`src/rtl/rbf_pkg.sv`:
```
// Package for the five-tap row box filter.
// Shared constants and the divide-by-five digit step; no dependencies.
`timescale 1ns / 1ps

package rbf_pkg;

   localparam int PIXEL_WIDTH_DEF = 8;
   localparam int TAPS            = 5;
   localparam int DIVISOR         = 5;
   // Quotient bits resolved by one divider stage, and the remainder width.
   localparam int DIV_DIGIT       = 4;
   localparam int REM_W           = 3;
   // Saturated per-row pixel count and its width.
   localparam int SEEN_W          = 2;
   localparam logic [SEEN_W-1:0] SEEN_MAX = 2'd2;
   // Offset of the last window position, the one that closes a row.
   localparam logic [1:0] LAST_OFFSET = 2'd2;
   // Command queue and result queue depths, as address widths.
   localparam int CMD_DEPTH_LOG2  = 2;
   localparam int RSP_DEPTH_LOG2  = 1;

   // Restoring long division by five over one digit of the dividend.
   // Returns the new remainder above the quotient digit.
   function automatic logic [REM_W+DIV_DIGIT-1:0] div5_step(
      input logic [REM_W-1:0]     rem_prev,
      input logic [DIV_DIGIT-1:0] digit
   );
      logic [REM_W:0]         part;
      logic [REM_W-1:0]       rem;
      logic [DIV_DIGIT-1:0]   quo;
      rem = rem_prev;
      quo = '0;
      for (int j = DIV_DIGIT - 1; j >= 0; j--) begin
         part = {rem, digit[j]};
         if (part >= (REM_W+1)'(DIVISOR)) begin
            part   = part - (REM_W+1)'(DIVISOR);
            quo[j] = 1'b1;
         end
         rem = part[REM_W-1:0];
      end
      return {rem, quo};
   endfunction

endpackage

```
`src/rtl/row_box_filter_5tap.sv`:
```
// Five-tap row box filter, top level.
// Instantiates rbf_front, rbf_back and two rbf_fifo queues; uses rbf_pkg.
`timescale 1ns / 1ps

// Usage:
//   Pixels enter on the req_ queue port: a transaction happens at a clock edge
//   with req_push high and req_full low. req_row_end marks the last pixel of
//   a row. Means leave on the rsp_ queue port: rsp_mean and rsp_last_of_row
//   show the oldest result while rsp_empty is low, and rsp_pop takes it.
//   The first two pixels of a row give no result; later pixels give one, and
//   a row end gives up to three, the final one with rsp_last_of_row set.
//   Throughput is one pixel per cycle along a row while results are popped. A
//   row end takes up to three back-end issues, absorbed by the four-entry
//   command queue. Each result passes the sum stage, the magnitude stage and
//   the divide by five, four quotient bits per stage, on its way to the rsp_
//   port.
//   When rsp_pop stays low, the divider pipeline holds, the command queue
//   fills, and req_full rises; nothing is dropped.
//   Reset clears the row window, the row position and both queues.

module row_box_filter_5tap #(
   parameter int PIXEL_WIDTH = rbf_pkg::PIXEL_WIDTH_DEF
) (
   input  logic                          clock,
   input  logic                          reset,
   input  logic                          req_push,
   output logic                          req_full,
   input  logic signed [PIXEL_WIDTH-1:0] req_pixel,
   input  logic                          req_row_end,
   output logic                          rsp_empty,
   input  logic                          rsp_pop,
   output logic signed [PIXEL_WIDTH-1:0] rsp_mean,
   output logic                          rsp_last_of_row
);

   import rbf_pkg::*;

   localparam int CMD_W = TAPS * PIXEL_WIDTH + 3;
   localparam int RSP_W = PIXEL_WIDTH + 1;

   logic             cmd_push, cmd_full, cmd_pop, cmd_empty;
   logic [CMD_W-1:0] cmd_wr_data, cmd_rd_data;
   logic             out_push, out_full;
   logic [RSP_W-1:0] out_wr_data, out_rd_data;

   rbf_front #(
      .PIXEL_WIDTH (PIXEL_WIDTH)
   ) u_front (
      .clock       (clock),
      .reset       (reset),
      .req_push    (req_push),
      .req_full    (req_full),
      .req_pixel   (req_pixel),
      .req_row_end (req_row_end),
      .cmd_push    (cmd_push),
      .cmd_full    (cmd_full),
      .cmd_data    (cmd_wr_data)
   );

   rbf_fifo #(
      .WIDTH      (CMD_W),
      .DEPTH_LOG2 (CMD_DEPTH_LOG2)
   ) u_cmd_fifo (
      .clock   (clock),
      .reset   (reset),
      .push    (cmd_push),
      .full    (cmd_full),
      .wr_data (cmd_wr_data),
      .pop     (cmd_pop),
      .empty   (cmd_empty),
      .rd_data (cmd_rd_data)
   );

   rbf_back #(
      .PIXEL_WIDTH (PIXEL_WIDTH)
   ) u_back (
      .clock     (clock),
      .reset     (reset),
      .cmd_empty (cmd_empty),
      .cmd_pop   (cmd_pop),
      .cmd_data  (cmd_rd_data),
      .out_push  (out_push),
      .out_full  (out_full),
      .out_data  (out_wr_data)
   );

   rbf_fifo #(
      .WIDTH      (RSP_W),
      .DEPTH_LOG2 (RSP_DEPTH_LOG2)
   ) u_rsp_fifo (
      .clock   (clock),
      .reset   (reset),
      .push    (out_push),
      .full    (out_full),
      .wr_data (out_wr_data),
      .pop     (rsp_pop),
      .empty   (rsp_empty),
      .rd_data (out_rd_data)
   );

   assign rsp_mean        = out_rd_data[PIXEL_WIDTH-1:0];
   assign rsp_last_of_row = out_rd_data[PIXEL_WIDTH];

endmodule

```
`src/rtl/rbf_fifo.sv`:
```
// Small register queue with push/full and pop/empty handshakes.
// Used for the command queue and the result queue; uses no package.
`timescale 1ns / 1ps

module rbf_fifo #(
   parameter int WIDTH      = 8,
   parameter int DEPTH_LOG2 = 2
) (
   input  logic             clock,
   input  logic             reset,
   input  logic             push,
   output logic             full,
   input  logic [WIDTH-1:0] wr_data,
   input  logic             pop,
   output logic             empty,
   output logic [WIDTH-1:0] rd_data
);

   localparam int DEPTH = 1 << DEPTH_LOG2;

   logic [WIDTH-1:0]      store_ff [DEPTH];
   logic [DEPTH_LOG2-1:0] wr_ptr_ff, wr_ptr_in;
   logic [DEPTH_LOG2-1:0] rd_ptr_ff, rd_ptr_in;
   logic [DEPTH_LOG2:0]   count_ff, count_in;
   logic                  do_push, do_pop;

   assign full    = (count_ff == (DEPTH_LOG2+1)'(DEPTH));
   assign empty   = (count_ff == '0);
   assign do_push = push && !full;
   assign do_pop  = pop && !empty;
   assign rd_data = store_ff[rd_ptr_ff];

   always_comb begin
      wr_ptr_in = do_push ? wr_ptr_ff + 1'b1 : wr_ptr_ff;
      rd_ptr_in = do_pop ? rd_ptr_ff + 1'b1 : rd_ptr_ff;
      count_in  = count_ff;
      if (do_push && !do_pop) begin
         count_in = count_ff + 1'b1;
      end else if (do_pop && !do_push) begin
         count_in = count_ff - 1'b1;
      end
   end

   always_ff @(posedge clock) begin
      if (reset) begin
         wr_ptr_ff <= '0;
         rd_ptr_ff <= '0;
         count_ff  <= '0;
      end else begin
         wr_ptr_ff <= wr_ptr_in;
         rd_ptr_ff <= rd_ptr_in;
         count_ff  <= count_in;
      end
   end

   always_ff @(posedge clock) begin
      if (do_push) begin
         store_ff[wr_ptr_ff] <= wr_data;
      end
   end

endmodule

```
`src/rtl/rbf_front.sv`:
```
// Front end of the row box filter: takes pixels, keeps the row window and
// turns each pixel into a command for the back end. Uses rbf_pkg.
`timescale 1ns / 1ps

module rbf_front #(
   parameter int PIXEL_WIDTH = rbf_pkg::PIXEL_WIDTH_DEF
) (
   input  logic                                clock,
   input  logic                                reset,
   input  logic                                req_push,
   output logic                                req_full,
   input  logic signed [PIXEL_WIDTH-1:0]       req_pixel,
   input  logic                                req_row_end,
   output logic                                cmd_push,
   input  logic                                cmd_full,
   output logic [rbf_pkg::TAPS*PIXEL_WIDTH+2:0] cmd_data
);

   import rbf_pkg::*;

   localparam int WIN_DEPTH = TAPS - 1;

   logic [PIXEL_WIDTH-1:0] win_ff [WIN_DEPTH];
   logic [PIXEL_WIDTH-1:0] win_in [WIN_DEPTH];
   logic [SEEN_W-1:0]      seen_ff, seen_in;
   logic                   accept;
   logic [1:0]             first_offset;

   assign req_full = cmd_full;
   assign accept   = req_push && !cmd_full;

   // A result exists once two pixels of lookahead are in; a row end always
   // flushes at least one.
   assign cmd_push = accept && (req_row_end || (seen_ff == SEEN_MAX));

   always_comb begin
      case (seen_ff)
         2'd0:    first_offset = 2'd2;
         2'd1:    first_offset = 2'd1;
         default: first_offset = 2'd0;
      endcase
   end

   // Command: row end flag, first window offset to emit, then five taps with
   // the oldest in the low bits.
   assign cmd_data = {req_row_end, first_offset, req_pixel,
                      win_ff[3], win_ff[2], win_ff[1], win_ff[0]};

   always_comb begin
      win_in  = win_ff;
      seen_in = seen_ff;
      if (accept) begin
         if (req_row_end) begin
            for (int j = 0; j < WIN_DEPTH; j++) begin
               win_in[j] = '0;
            end
            seen_in = '0;
         end else begin
            for (int j = 0; j < WIN_DEPTH - 1; j++) begin
               win_in[j] = win_ff[j+1];
            end
            win_in[WIN_DEPTH-1] = req_pixel;
            if (seen_ff != SEEN_MAX) begin
               seen_in = seen_ff + 1'b1;
            end
         end
      end
   end

   always_ff @(posedge clock) begin
      if (reset) begin
         for (int j = 0; j < WIN_DEPTH; j++) begin
            win_ff[j] <= '0;
         end
         seen_ff <= '0;
      end else begin
         win_ff  <= win_in;
         seen_ff <= seen_in;
      end
   end

endmodule

```
`src/rtl/rbf_back.sv`:
```
// Back end of the row box filter: expands each command into one to three
// window sums and divides them by five in a digit pipeline. Uses rbf_pkg.
`timescale 1ns / 1ps

module rbf_back #(
   parameter int PIXEL_WIDTH = rbf_pkg::PIXEL_WIDTH_DEF
) (
   input  logic                                clock,
   input  logic                                reset,
   input  logic                                cmd_empty,
   output logic                                cmd_pop,
   input  logic [rbf_pkg::TAPS*PIXEL_WIDTH+2:0] cmd_data,
   output logic                                out_push,
   input  logic                                out_full,
   output logic [PIXEL_WIDTH:0]                out_data
);

   import rbf_pkg::*;

   localparam int SUM_W = PIXEL_WIDTH + 3;
   localparam int MAG_W = PIXEL_WIDTH + 2;
   // At least one padding bit keeps the zero extension well formed.
   localparam int NS    = (MAG_W + DIV_DIGIT) / DIV_DIGIT;
   localparam int PAD_W = NS * DIV_DIGIT;

   logic signed [PIXEL_WIDTH-1:0] taps [TAPS];
   logic [1:0]                    head_first;
   logic                          head_row_end;
   logic [1:0]                    cur_off;
   logic                          adv, issue, finish;

   logic                          mid_ff, mid_in;
   logic [1:0]                    off_ff, off_in;

   logic signed [SUM_W-1:0]       sum_ff, sum_in;
   logic                          sum_last_ff, sum_last_in;
   logic                          sum_valid_ff;

   logic [SUM_W-1:0]              abs_full;

   logic                          stg_valid_ff [NS+1];
   logic                          stg_neg_ff   [NS+1];
   logic                          stg_last_ff  [NS+1];
   logic [PAD_W-1:0]              stg_mag_ff   [NS+1];
   logic [PAD_W-1:0]              stg_quo_ff   [NS+1];
   logic [REM_W-1:0]              stg_rem_ff   [NS+1];

   logic [PIXEL_WIDTH-1:0]        quo_low;
   logic [PIXEL_WIDTH-1:0]        mean;

   always_comb begin
      for (int j = 0; j < TAPS; j++) begin
         taps[j] = cmd_data[j*PIXEL_WIDTH +: PIXEL_WIDTH];
      end
   end
   assign head_first   = cmd_data[TAPS*PIXEL_WIDTH +: 2];
   assign head_row_end = cmd_data[TAPS*PIXEL_WIDTH+2];

   // The whole pipeline holds only while a finished result cannot leave.
   assign adv     = !stg_valid_ff[NS] || !out_full;
   assign cur_off = mid_ff ? off_ff : head_first;
   assign issue   = adv && !cmd_empty;
   // A steady pixel gives one result; a row end walks the offsets up to two.
   assign finish  = !head_row_end || (cur_off == LAST_OFFSET);
   assign cmd_pop = issue && finish;

   always_comb begin
      mid_in = mid_ff;
      off_in = off_ff;
      if (issue) begin
         mid_in = !finish;
         off_in = cur_off + 1'b1;
      end
   end

   // Taps older than the current offset fall outside the window.
   always_comb begin
      sum_in = '0;
      for (int j = 0; j < TAPS; j++) begin
         if (j >= int'(cur_off)) begin
            sum_in = sum_in + SUM_W'(taps[j]);
         end
      end
      sum_last_in = head_row_end && (cur_off == LAST_OFFSET);
   end

   always_ff @(posedge clock) begin
      if (reset) begin
         mid_ff       <= 1'b0;
         off_ff       <= '0;
         sum_valid_ff <= 1'b0;
      end else begin
         mid_ff <= mid_in;
         off_ff <= off_in;
         if (adv) begin
            sum_valid_ff <= issue;
         end
      end
   end

   always_ff @(posedge clock) begin
      if (adv) begin
         sum_ff      <= sum_in;
         sum_last_ff <= sum_last_in;
      end
   end

   // Magnitude stage: the quotient of the magnitude, negated afterwards,
   // truncates toward zero.
   assign abs_full = sum_ff[SUM_W-1] ? SUM_W'(-sum_ff) : SUM_W'(sum_ff);

   always_ff @(posedge clock) begin
      if (reset) begin
         stg_valid_ff[0] <= 1'b0;
      end else if (adv) begin
         stg_valid_ff[0] <= sum_valid_ff;
      end
   end

   always_ff @(posedge clock) begin
      if (adv) begin
         stg_neg_ff[0]  <= sum_ff[SUM_W-1];
         stg_last_ff[0] <= sum_last_ff;
         stg_mag_ff[0]  <= {{(PAD_W-MAG_W){1'b0}}, abs_full[MAG_W-1:0]};
         stg_quo_ff[0]  <= '0;
         stg_rem_ff[0]  <= '0;
      end
   end

   // Each stage takes the top digit of the shifted magnitude.
   for (genvar k = 1; k <= NS; k++) begin : g_div
      logic [REM_W+DIV_DIGIT-1:0] dig_step;

      assign dig_step = div5_step(stg_rem_ff[k-1],
                                  stg_mag_ff[k-1][PAD_W-1 -: DIV_DIGIT]);

      always_ff @(posedge clock) begin
         if (reset) begin
            stg_valid_ff[k] <= 1'b0;
         end else if (adv) begin
            stg_valid_ff[k] <= stg_valid_ff[k-1];
         end
      end

      always_ff @(posedge clock) begin
         if (adv) begin
            stg_neg_ff[k]  <= stg_neg_ff[k-1];
            stg_last_ff[k] <= stg_last_ff[k-1];
            stg_mag_ff[k]  <= {stg_mag_ff[k-1][PAD_W-DIV_DIGIT-1:0],
                               {DIV_DIGIT{1'b0}}};
            stg_quo_ff[k]  <= {stg_quo_ff[k-1][PAD_W-DIV_DIGIT-1:0],
                               dig_step[DIV_DIGIT-1:0]};
            stg_rem_ff[k]  <= dig_step[REM_W+DIV_DIGIT-1:DIV_DIGIT];
         end
      end
   end

   assign quo_low  = stg_quo_ff[NS][PIXEL_WIDTH-1:0];
   assign mean     = stg_neg_ff[NS] ? PIXEL_WIDTH'(-quo_low) : quo_low;
   assign out_push = stg_valid_ff[NS] && !out_full;
   assign out_data = {stg_last_ff[NS], mean};

endmodule

```
`config.mk`:
```
export PLATFORM = sky130hd
export DESIGN_NAME = row_box_filter_5tap
export DESIGN_NICKNAME = d
export VERILOG_FILES = /design/src/rtl/rbf_pkg.sv /design/src/rtl/row_box_filter_5tap.sv /design/src/rtl/rbf_fifo.sv /design/src/rtl/rbf_front.sv /design/src/rtl/rbf_back.sv
export SDC_FILE = /design/constraint.sdc
export NUM_CORES = 1
export LEC_CHECK = 0
export ABC_CLOCK_PERIOD_IN_PS = 7900
export BUFFER_PORTS_ARGS = -buffer_cell sky130_fd_sc_hd__buf_2
export CAP_MARGIN = 20
export CORE_UTILIZATION = 51
export CTS_BUF_LIST = sky130_fd_sc_hd__clkbuf_4 sky130_fd_sc_hd__clkbuf_8 sky130_fd_sc_hd__clkbuf_16
export CTS_CLUSTER_DIAMETER = 40
export DETAILED_ROUTE_END_ITERATION = 6
export PLACE_DENSITY = 0.67
export SETUP_SLACK_MARGIN = 0.05
export SLEW_MARGIN = 0
export SYNTH_ARGS = -nofsm -noshare
export SYNTH_HDL_FRONTEND = slang
export SYNTH_SLANG_ARGS = --single-unit
```
`constraint.sdc`:
```
create_clock -name clock -period 7.9 [get_ports clock]
set_input_delay 0.79 -clock clock [delete_from_list [all_inputs] [get_ports clock]]
set_output_delay 0.79 -clock clock [all_outputs]
set_load 0.02 [all_outputs]
```
==> impl_metrics.yaml, run 1 <==
status:
  status: "complete, but fails checks"
  violations: "design-rule violations"
synthesis:
  ys.flop_type: "edfxtp_1"
  synth_edf_count: 253
  syn_nets: 1023
  async_flop_share_pct: 0
  syn_inst: 939
  synth-seq-cells: 305
  syn_area_mm2: 0.0136
  syn_area_per_cell_um2: 14.5
  ys_seq_area_share_pct: 63.5
  synth.distinct_cells: 56
  ys_warn_count: 0
placement:
  port_buffers: 23
  hpwl_um: 14200
  post-place-ws_ns: 1.64
  gp_congestion: 0.829
global_route:
  antenna_found_initial: 0
  grt_overflow: 0
  track_usage_pct: 18.1
  grt_pass1_wl_um: 38000
  grt_max_degree: 69
  first_global_vias: 7405
sta:
  slew_headroom_pct: 38.1
  clock_skew_ns: 0.0181
  hold_ws_ns: 0.415
  finalSetupViolCount: 0
  period_minus_slack_ns: 6.27
  tightestPinTransition_ns: 0.928
  tns_ns: 0
  setup_slack_ns: 1.63
  hold_violations: 0
  slew_viol_final: 0
  period_share_pct: 79.4
  clock.fmax_mhz: 159
  rsz0062_at_grt: "false"
min_path:
  worst_hold_path_type: "flip-flop to flip-flop"
  min_from: "u_back.stg_last_ff[2]$_DFFE_PN_"
  worstHoldEndpoint: "u_back.stg_last_ff[3]$_DFFE_PN_"
  hold_depth: 0
finish:
  fin_nets: 1065
  seqCellArea_mm2: 0.00864
  drive_gt1_share_pct: 17.6
  final_core_util_pct: 59.1
  areaGrowthSynthToFinish_pct: 13.4
  n_fill_cell: 2040
  multi_input_area_mm2: 0.00459
  num_antenna_cells: 0
floorplan:
  start_util_pct: 52.1
  die_area_mm2: 0.0274
  fp.dieW_um: 165
  coreArea_mm2: 0.0261
  die_h_um: 165
  ios: 24
  row_count: 59
setup_path:
  path_max_fanout: 14
  worstSetupStartpointType: "flip-flop"
  r2r_end: "u_back.sum_ff[8]$_DFFE_PN_"
  r2r_cells: 25
  cp.required_ns: 8.16
  crit_path_end_kind: "flip-flop"
  rrSetupSlack_ns: 1.63
  cp_data_arrival_time_ns: 6.53
  crit_type: "flip-flop to flip-flop"
cts:
  root_buffer: "clkbuf_16"
  postCtsHoldBufs: 0
  numCtsBuffers: 39
  cts_resized: 0
  clkTransAtPathRegs_ns: 0.06
  cts_buffer_depth: 3
  h-tree-depth: 2
  cts.sinks: 305
  post_cts_buffers: 0
  clk_latency_ns: 0.52
  cts_tree: "done"
drt:
  drc: 10
  wl_um: 23400
  drt_iter0_markers: 472
  route.detailed.vias_per_inst: 5.39
  ant_nets: 0
  wl_per_cell_um: 17.3
  drt_pass1_iterations: 7
  vias: 7260
job:
  maxCapViolCount: 0
## kinds of logic after synthesis
family | share of synthesized area [%]
compound gates | 5.35
xor+xnor | 3.27
fa+ha+maj | 7.30
buf+inv | 2.86
flops | 63.5
mux | 9.70
simple gates | 8.07
## layer usage
metal  up-vias  part of all wire (%)  GRT usage (%)
met2       115                    52           32.9
met4         0                   1.4           5.00
met5         -                     0              0
met3        33                   3.7           3.25
li1       3557                     -              -
met1      3555                    43           22.2
## critical path, stage by stage (launching register included)
cell	delay [ns]
dfxtp_2	0.56
mux4_2	0.39
mux2i_4	0.42
ha_1	0.36
nand2_1	0.10
inv_1	0.06
ha_1	0.15
inv_1	0.05
fa_1	0.47
nor2_1	0.04
a21oi_1	0.29
inv_1	0.08
ha_1	0.28
a21o_1	0.19
a21oi_1	0.24
o21bai_1	0.14
a21oi_1	0.20
xnor2_1	0.08
mux2_2	0.31
fa_1	0.46
ha_1	0.35
o21a_1	0.13
o21ai_0	0.28
nand2b_1	0.09
a21oi_1	0.19
xnor2_1	0.08
## cells in the final DEF, fill, tap and decap left out, types with 12 or more instances in the layout
cell type | synthesis | routed
buf_2 | 5 | 23
mux4_2 | 43 | 43
ha_1 | 57 | 57
mux2_2 | 16 | 16
edfxtp_1 | 253 | 253
dfxtp_1 | 52 | 50
nand2b_1 | 15 | 15
xor2_1 | 12 | 12
a21oi_1 | 65 | 65
nor3b_1 | 35 | 35
nand2_1 | 40 | 39
inv_1 | 68 | 67
o21ai_0 | 25 | 25
nor2_1 | 72 | 72
xnor2_1 | 37 | 37
fa_1 | 14 | 14
clkbuf_16 | 0 | 40
mux2i_1 | 15 | 15
## flip-flops by register name (all words and copies together) (netlist names), named ones only
register              count
u_back.mid_ff             1
u_back.off_ff             2
u_back.stg_last_ff        4
u_back.stg_mag_ff        22
u_back.stg_neg_ff         4
u_back.stg_quo_ff        12
u_back.stg_rem_ff         5
u_back.stg_valid_ff       4
u_back.sum_ff            11
u_back.sum_last_ff        1
u_back.sum_valid_ff       1
u_cmd_fifo.count_ff       3
u_cmd_fifo.rd_ptr_ff      2
u_cmd_fifo.store_ff     172
u_cmd_fifo.wr_ptr_ff      2
u_front.cmd_data         32
u_front.seen_ff           2
u_rsp_fifo.count_ff       2
u_rsp_fifo.rd_ptr_ff      1
u_rsp_fifo.store_ff      18
u_rsp_fifo.wr_ptr_ff      1
## worst max path at each step
stage,startpoint,to,cells after the start
detailed placement,flip-flop,u_back.sum_ff[8]$_DFFE_PN_,25
global route,flip-flop,u_back.sum_ff[9]$_DFFE_PN_,26
finish,flip-flop,u_back.sum_ff[8]$_DFFE_PN_,25
CTS,flip-flop,u_back.sum_ff[8]$_DFFE_PN_,25
global placement,flip-flop,u_back.sum_ff[8]$_DFFE_PN_,25
floorplan,flip-flop,u_back.sum_ff[9]$_DFFE_PN_,28
## through the flow
step	cells	area, um^2
6_report	1347	15400
4_1_cts	1347	15400
3_3_place_gp	1275	14100
2_1_floorplan	939	13600
5_1_grt	1347	15400
3_5_place_dp	1275	14100
## cell type report
type	count	share of cell area, %
well taps	335	2.72
flip-flops and latches	305	56.0
repair buffers	32	1.18
clock buffers	49	7.09
multi-input cells	534	29.8
clock inverters	23	1.57
inverters	69	1.68
## Yosys cell counts, types with 7 or more instances
cell type,number,area [um^2]
nor3b_1,35,263
dfxtp_1,52,1040
ha_1,57,713
nand2_1,40,150
edfxtp_1,253,7600
nand3_1,7,35.0
nand2b_1,15,93.8
o31ai_1,7,52.6
mux4_2,43,968
mux2_2,16,180
and2_1,15,93.8
nor2_1,72,270
xnor2_1,37,324
clkbuf_1,22,82.6
mux2i_1,15,150
nor2b_1,11,68.8
xor2_1,12,105
o21ai_0,25,125
or3_1,7,43.8
inv_1,68,255
fa_1,14,280
a21oi_1,65,325
Power of run 1 is not shown: default switching activity piles up to over one toggle a cycle in this logic, so the estimate is an artifact.
==> inputs of run 2 (changes only) <==
--- a/config.mk
+++ b/config.mk
@@ -5,7 +5,7 @@
 export SDC_FILE = /design/constraint.sdc
 export NUM_CORES = 1
 export LEC_CHECK = 0
-export ABC_CLOCK_PERIOD_IN_PS = 7900
+export ABC_CLOCK_PERIOD_IN_PS = 6000
 export BUFFER_PORTS_ARGS = -buffer_cell sky130_fd_sc_hd__buf_2
 export CAP_MARGIN = 20
 export CORE_UTILIZATION = 51
==> constraint.sdc (replaced) <==
create_clock -name clock -period 6 [get_ports clock]
set_input_delay 0.6 -clock clock [delete_from_list [all_inputs] [get_ports clock]]
set_output_delay 0.6 -clock clock [all_outputs]
set_load 0.02 [all_outputs]
==> run 2 against run 1 <==
The run still ends with design-rule violations left. Via count up 1.5%. Hold slack got worse by 0.11 ns. Die area stayed put.
==> impl_metrics.yaml, run 2 (same netlist as run 1, synthesis figures left out) <==
status:
  status: "complete, but fails checks"
  violations: "design-rule violations"
placement:
  port_buffers: 23
  gp_congestion: 0.835
  hpwl_um: 14800
finish:
  num_antenna_cells: 0
  n_fill_cell: 2046
  largest_register_ffs: 172
  areaGrowthSynthToFinish_pct: 14.7
  drive_gt1_share_pct: 19.2
  final_common_cell: "edfxtp_1"
  regMostFlops: "u_cmd_fifo.store_ff"
  fin_nets: 1072
  final_cell_mix: "edfxtp_1, nor2_1, inv_1, a21oi_1, ha_1"
sta:
  clock.fmax_mhz: 178
  period_share_pct: 93.9
  finalSetupViolCount: 0
  slew_viol_final: 0
  tightestPinTransition_ns: 0.930
  tns_ns: 0
  hold_violations: 0
  rsz0062_at_grt: "false"
  clock_skew_ns: 0.0195
  period_minus_slack_ns: 5.63
  slew_headroom_pct: 38.0
floorplan:
  coreArea_mm2: 0.0261
  row_count: 59
  fp.dieW_um: 165
  die_h_um: 165
  start_util_pct: 52.1
  ios: 24
  die_area_mm2: 0.0274
min_path:
  worst_hold_path_type: "input pin to flip-flop"
  worstHoldEndpoint: "u_cmd_fifo.store_ff[2][33]$_DFFE_PP_"
  min_from: "req_pixel[1]"
  hold_depth: 1
setup_path:
  crit_family: "adder cells"
  crit_type: "flip-flop to flip-flop"
  r2r_cells: 26
  cp.required_ns: 6.25
  cp_data_arrival_time_ns: 5.88
  crit_path_end_kind: "flip-flop"
  crit_path_frequent_cell: "ha_1"
  path_max_fanout: 7
  rrSetupSlack_ns: 0.37
  r2r_end: "u_back.sum_ff[9]$_DFFE_PN_"
  cp_slowest_cell: "fa_1"
  max_stage_delay_ns: 0.54
  worstSetupStartpointType: "flip-flop"
  path_buf_inv: 3
drt:
  drc: 11
  wl_um: 23500
  drt_pass1_iterations: 7
  ant_nets: 0
  wl_per_cell_um: 17.4
  vias: 7368
  drt_iter0_markers: 440
  route.detailed.vias_per_inst: 5.44
global_route:
  first_global_vias: 7270
  grt_max_degree: 69
  antenna_found_initial: 0
  grt_pass1_wl_um: 38000
  grt_overflow: 0
  track_usage_pct: 18.2
cts:
  numCtsBuffers: 39
  cts.sinks: 305
  post_cts_buffers: 0
  cts_tree: "done"
  clk_latency_ns: 0.52
  h-tree-depth: 2
  root_buffer: "clkbuf_16"
  clkTransAtPathRegs_ns: 0.06
  cts_buffer_depth: 3
job:
  maxCapViolCount: 0
==> run 2: routing by layer <==
metal	part of all wire (%)	vias up	global-route usage [%]
met3	3.5	40	3.05
li1	-	3563	-
met1	43	3648	23.1
met4	2.3	0	6.57
met2	51	117	31.4
met5	0	-	0
==> run 2: through the flow <==
stage	cell area, um^2	cells	hold slack, ns	utilization (%)	worst slack [ns]
global placement	14100	1282	0.400	54.1	0.106
floorplan	13600	939	0.400	-	0.118
global route	15600	1354	0.296	59.8	0.0470
CTS	15500	1354	0.287	59.5	0.0714
detailed placement	14100	1282	0.405	54.1	0.0849
finish	15600	1354	0.309	59.8	0.367
==> run 2: timing repair <==
item | 4_1_cts | 5_1_grt
gates resized for setup | 0 | 22
setup endpoints to repair | 0 | 3
hold buffers | 0 | 0
==> run 2: worst max-delay path by stage <==
stage	to	depth (start not counted)	startpoint	slack, ns
CTS	u_back.sum_ff[10]$_DFFE_PN_	23	flip-flop	0.07
global route	u_back.sum_ff[9]$_DFFE_PN_	26	flip-flop	0.05
floorplan	u_back.sum_ff[9]$_DFFE_PN_	28	flip-flop	0.12
global placement	u_back.sum_ff[10]$_DFFE_PN_	23	flip-flop	0.11
finish	u_back.sum_ff[9]$_DFFE_PN_	26	flip-flop	0.37
detailed placement	u_back.sum_ff[10]$_DFFE_PN_	23	flip-flop	0.08
==> run 2: cell type report <==
type	instances	area [um^2]	area share, %
well taps	335	419	2.68
multi-input cells	534	4660	29.8
repair buffers	39	243	1.55
clock inverters	25	317	2.03
inverters	69	259	1.66
clock buffers	47	1080	6.94
flip-flops and latches	305	8640	55.3
Power of run 2 is left out for the same reason.
==> inputs of run 3 (changes only) <==
--- a/config.mk
+++ b/config.mk
@@ -17,4 +17,5 @@
 export SLEW_MARGIN = 0
 export SYNTH_ARGS = -nofsm -noshare
 export SYNTH_HDL_FRONTEND = slang
+export SYNTH_HIERARCHICAL = 1
 export SYNTH_SLANG_ARGS = --single-unit
==> run 3 against run 2 <==
The run now ends clean. Count of clock-buffer cells in the layout up 2. Critical path depth down 4. Worst setup slack worse by 0.038 ns.
==> impl_metrics.yaml, run 3 <==
status:
  status: "finished clean"
synthesis:
  synth_most_common_cell: "edfxtp_1"
  synth-seq-cells: 305
  synth.distinct_cells: 65
  ys.flop_type: "edfxtp_1"
  syn_nets: 1018
  async_flop_share_pct: 0
  syn_inst: 936
  ys_warn_count: 6
  synth_top_area_share_pct: 54.8
  ys_top_cells_by_count: "edfxtp_1, nand2_1, ha_1, inv_1, a21oi_1"
  synth_edf_count: 253
  syn_area_mm2: 0.0139
  ys_seq_area_share_pct: 62.3
  synth_top_area_cell: "edfxtp_1"
  synth.area.top_cells: "edfxtp_1, dfxtp_1, mux4_2, ha_1, xnor2_1"
  syn_area_per_cell_um2: 14.8
job:
  maxCapViolCount: 0
finish:
  final_cell_mix: "edfxtp_1, nand2_1, inv_1, ha_1"
  num_antenna_cells: 0
  drive_gt1_share_pct: 21.6
  final_common_cell: "edfxtp_1"
  fin_nets: 1057
  regMostFlops: "u_cmd_fifo/store_ff"
  largest_register_ffs: 172
  areaGrowthSynthToFinish_pct: 12.7
cts:
  cts_buffer_depth: 3
  cts.sinks: 305
  h-tree-depth: 2
  postCtsHoldBufs: 0
  clk_latency_ns: 0.52
  cts_tree: "done"
  clkTransAtPathRegs_ns: 0.06
  numCtsBuffers: 38
  root_buffer: "clkbuf_16"
floorplan:
  fp.dieW_um: 167
  start_util_pct: 52.6
  coreArea_mm2: 0.0264
  die_area_mm2: 0.0279
  ios: 24
  die_h_um: 167
  row_count: 59
min_path:
  worst_hold_path_type: "input pin to flip-flop"
drt:
  route.detailed.vias_per_inst: 5.48
  drt_iter0_markers: 355
  vias: 7344
  ant_nets: 0
  wl_per_cell_um: 18.2
  drt_pass1_iterations: 5
  drc: 0
  wl_um: 24400
sta:
  tns_ns: 0
  finalSetupViolCount: 0
  slew_viol_final: 0
  period_share_pct: 94.5
  slew_headroom_pct: 31.4
  period_minus_slack_ns: 5.67
  clock.fmax_mhz: 176
  hold_violations: 0
  rsz0062_at_grt: "false"
  clock_skew_ns: 0.0137
  tightestPinTransition_ns: 1.03
global_route:
  grt_max_degree: 59
  track_usage_pct: 18.1
  grt_overflow: 0
  grt_pass1_wl_um: 39100
  first_global_vias: 7408
  antenna_found_initial: 1
placement:
  hpwl_um: 15200
  port_buffers: 23
  gp_congestion: 0.797
setup_path:
  cp_data_arrival_time_ns: 5.92
  crit_path_end_kind: "flip-flop"
  worstSetupStartpointType: "flip-flop"
  path_max_fanout: 12
  cp.required_ns: 6.25
  crit_type: "flip-flop to flip-flop"
run 3: cell count changes after synthesis, sizes merged, moves of 13 or more:
cell,change
nand2,+28
nand3b,+33
nor2,-35
buf,+26
inv,-13
nor3b,-33
clkbuf,-13
run 3: worst paths after layout:
kind	from	cells past startpoint	to	slack, ns
worst max-delay path	flip-flop	22	u_back/sum_ff[10]$_DFFE_PN_	0.33
worst min register to register	u_back/stg_last_ff[2]$_DFFE_PN_	0	u_back/stg_last_ff[3]$_DFFE_PN_	0.42
worst max register to register	flip-flop	22	u_back/sum_ff[10]$_DFFE_PN_	0.33
worst min-delay path	req_pixel[1]	1	u_cmd_fifo/store_ff[1][33]$_DFFE_PP_	0.32
run 3: layout make-up:
class                      instances  area (um^2)
clock buffer                      49         1070
clock inverter                    21          241
fill                            2000        10700
inverter                          55          206
multi-input combinational        532         4780
sequential                       305         8640
tap                              335          419
timing repair buffer              43          269
run 3: metrics by stage:
stage / hold WS, ns / utilization (%) / worst slack [ns] / std cells / area (um^2)
after global placement: 0.401 / 54.0 / 0.185 / 1269 / 14200
after CTS: 0.301 / 59.0 / 0.110 / 1339 / 15500
after global routing: 0.303 / 59.3 / 0.0361 / 1340 / 15600
final: 0.318 / 59.3 / 0.329 / 1340 / 15600
after floorplan: 0.400 / - / 0.0832 / 936 / 13900
after detailed placement: 0.405 / 54.0 / 0.101 / 1269 / 14200
run 3: cell families (layout without fill, tap and decap cells):
group / count (synthesis) / after routing / synth area share (%)
buf+inv: 99 / 168 / 4.20
compound gates: 130 / 130 / 5.87
flops: 305 / 305 / 62.3
xor+xnor: 51 / 51 / 3.33
fa+ha+maj: 70 / 70 / 7.06
simple gates: 207 / 207 / 7.80
mux: 74 / 74 / 9.45
run 3: worst max-delay path, stage by stage (launching register included):
cell and delay (ns):
dfxtp_4 0.37, mux4_2 0.50, mux2i_2 0.24, ha_4 0.18, buf_4 0.19, and2_1 0.17
ha_1 0.27, a21oi_1 0.25, a21boi_1 0.14, nor2_1 0.15, xnor2_1 0.11, o21ba_2 0.21
ha_1 0.34, a21o_1 0.18, a21oi_1 0.17, o21ai_0 0.12, xor2_1 0.15, mux2i_1 0.10
fa_1 0.43, xor2_2 0.19, and4_1 0.22, nor4_2 0.29, xor3_1 0.44
run 3: per-layer routing:
metal	GRT usage, %	share of wire, %
met5	0	0.045
met4	5.64	2.1
met3	3.52	4.6
met2	31.2	49
met1	23.0	44
run 3: what timing repair did:
action,CTS,global route
endpoints found under the setup margin,0,1
gates resized for setup,0,19
setup buffers,0,1
endpoints found under the hold margin,0,0
Power of run 3 is left out for the same reason.
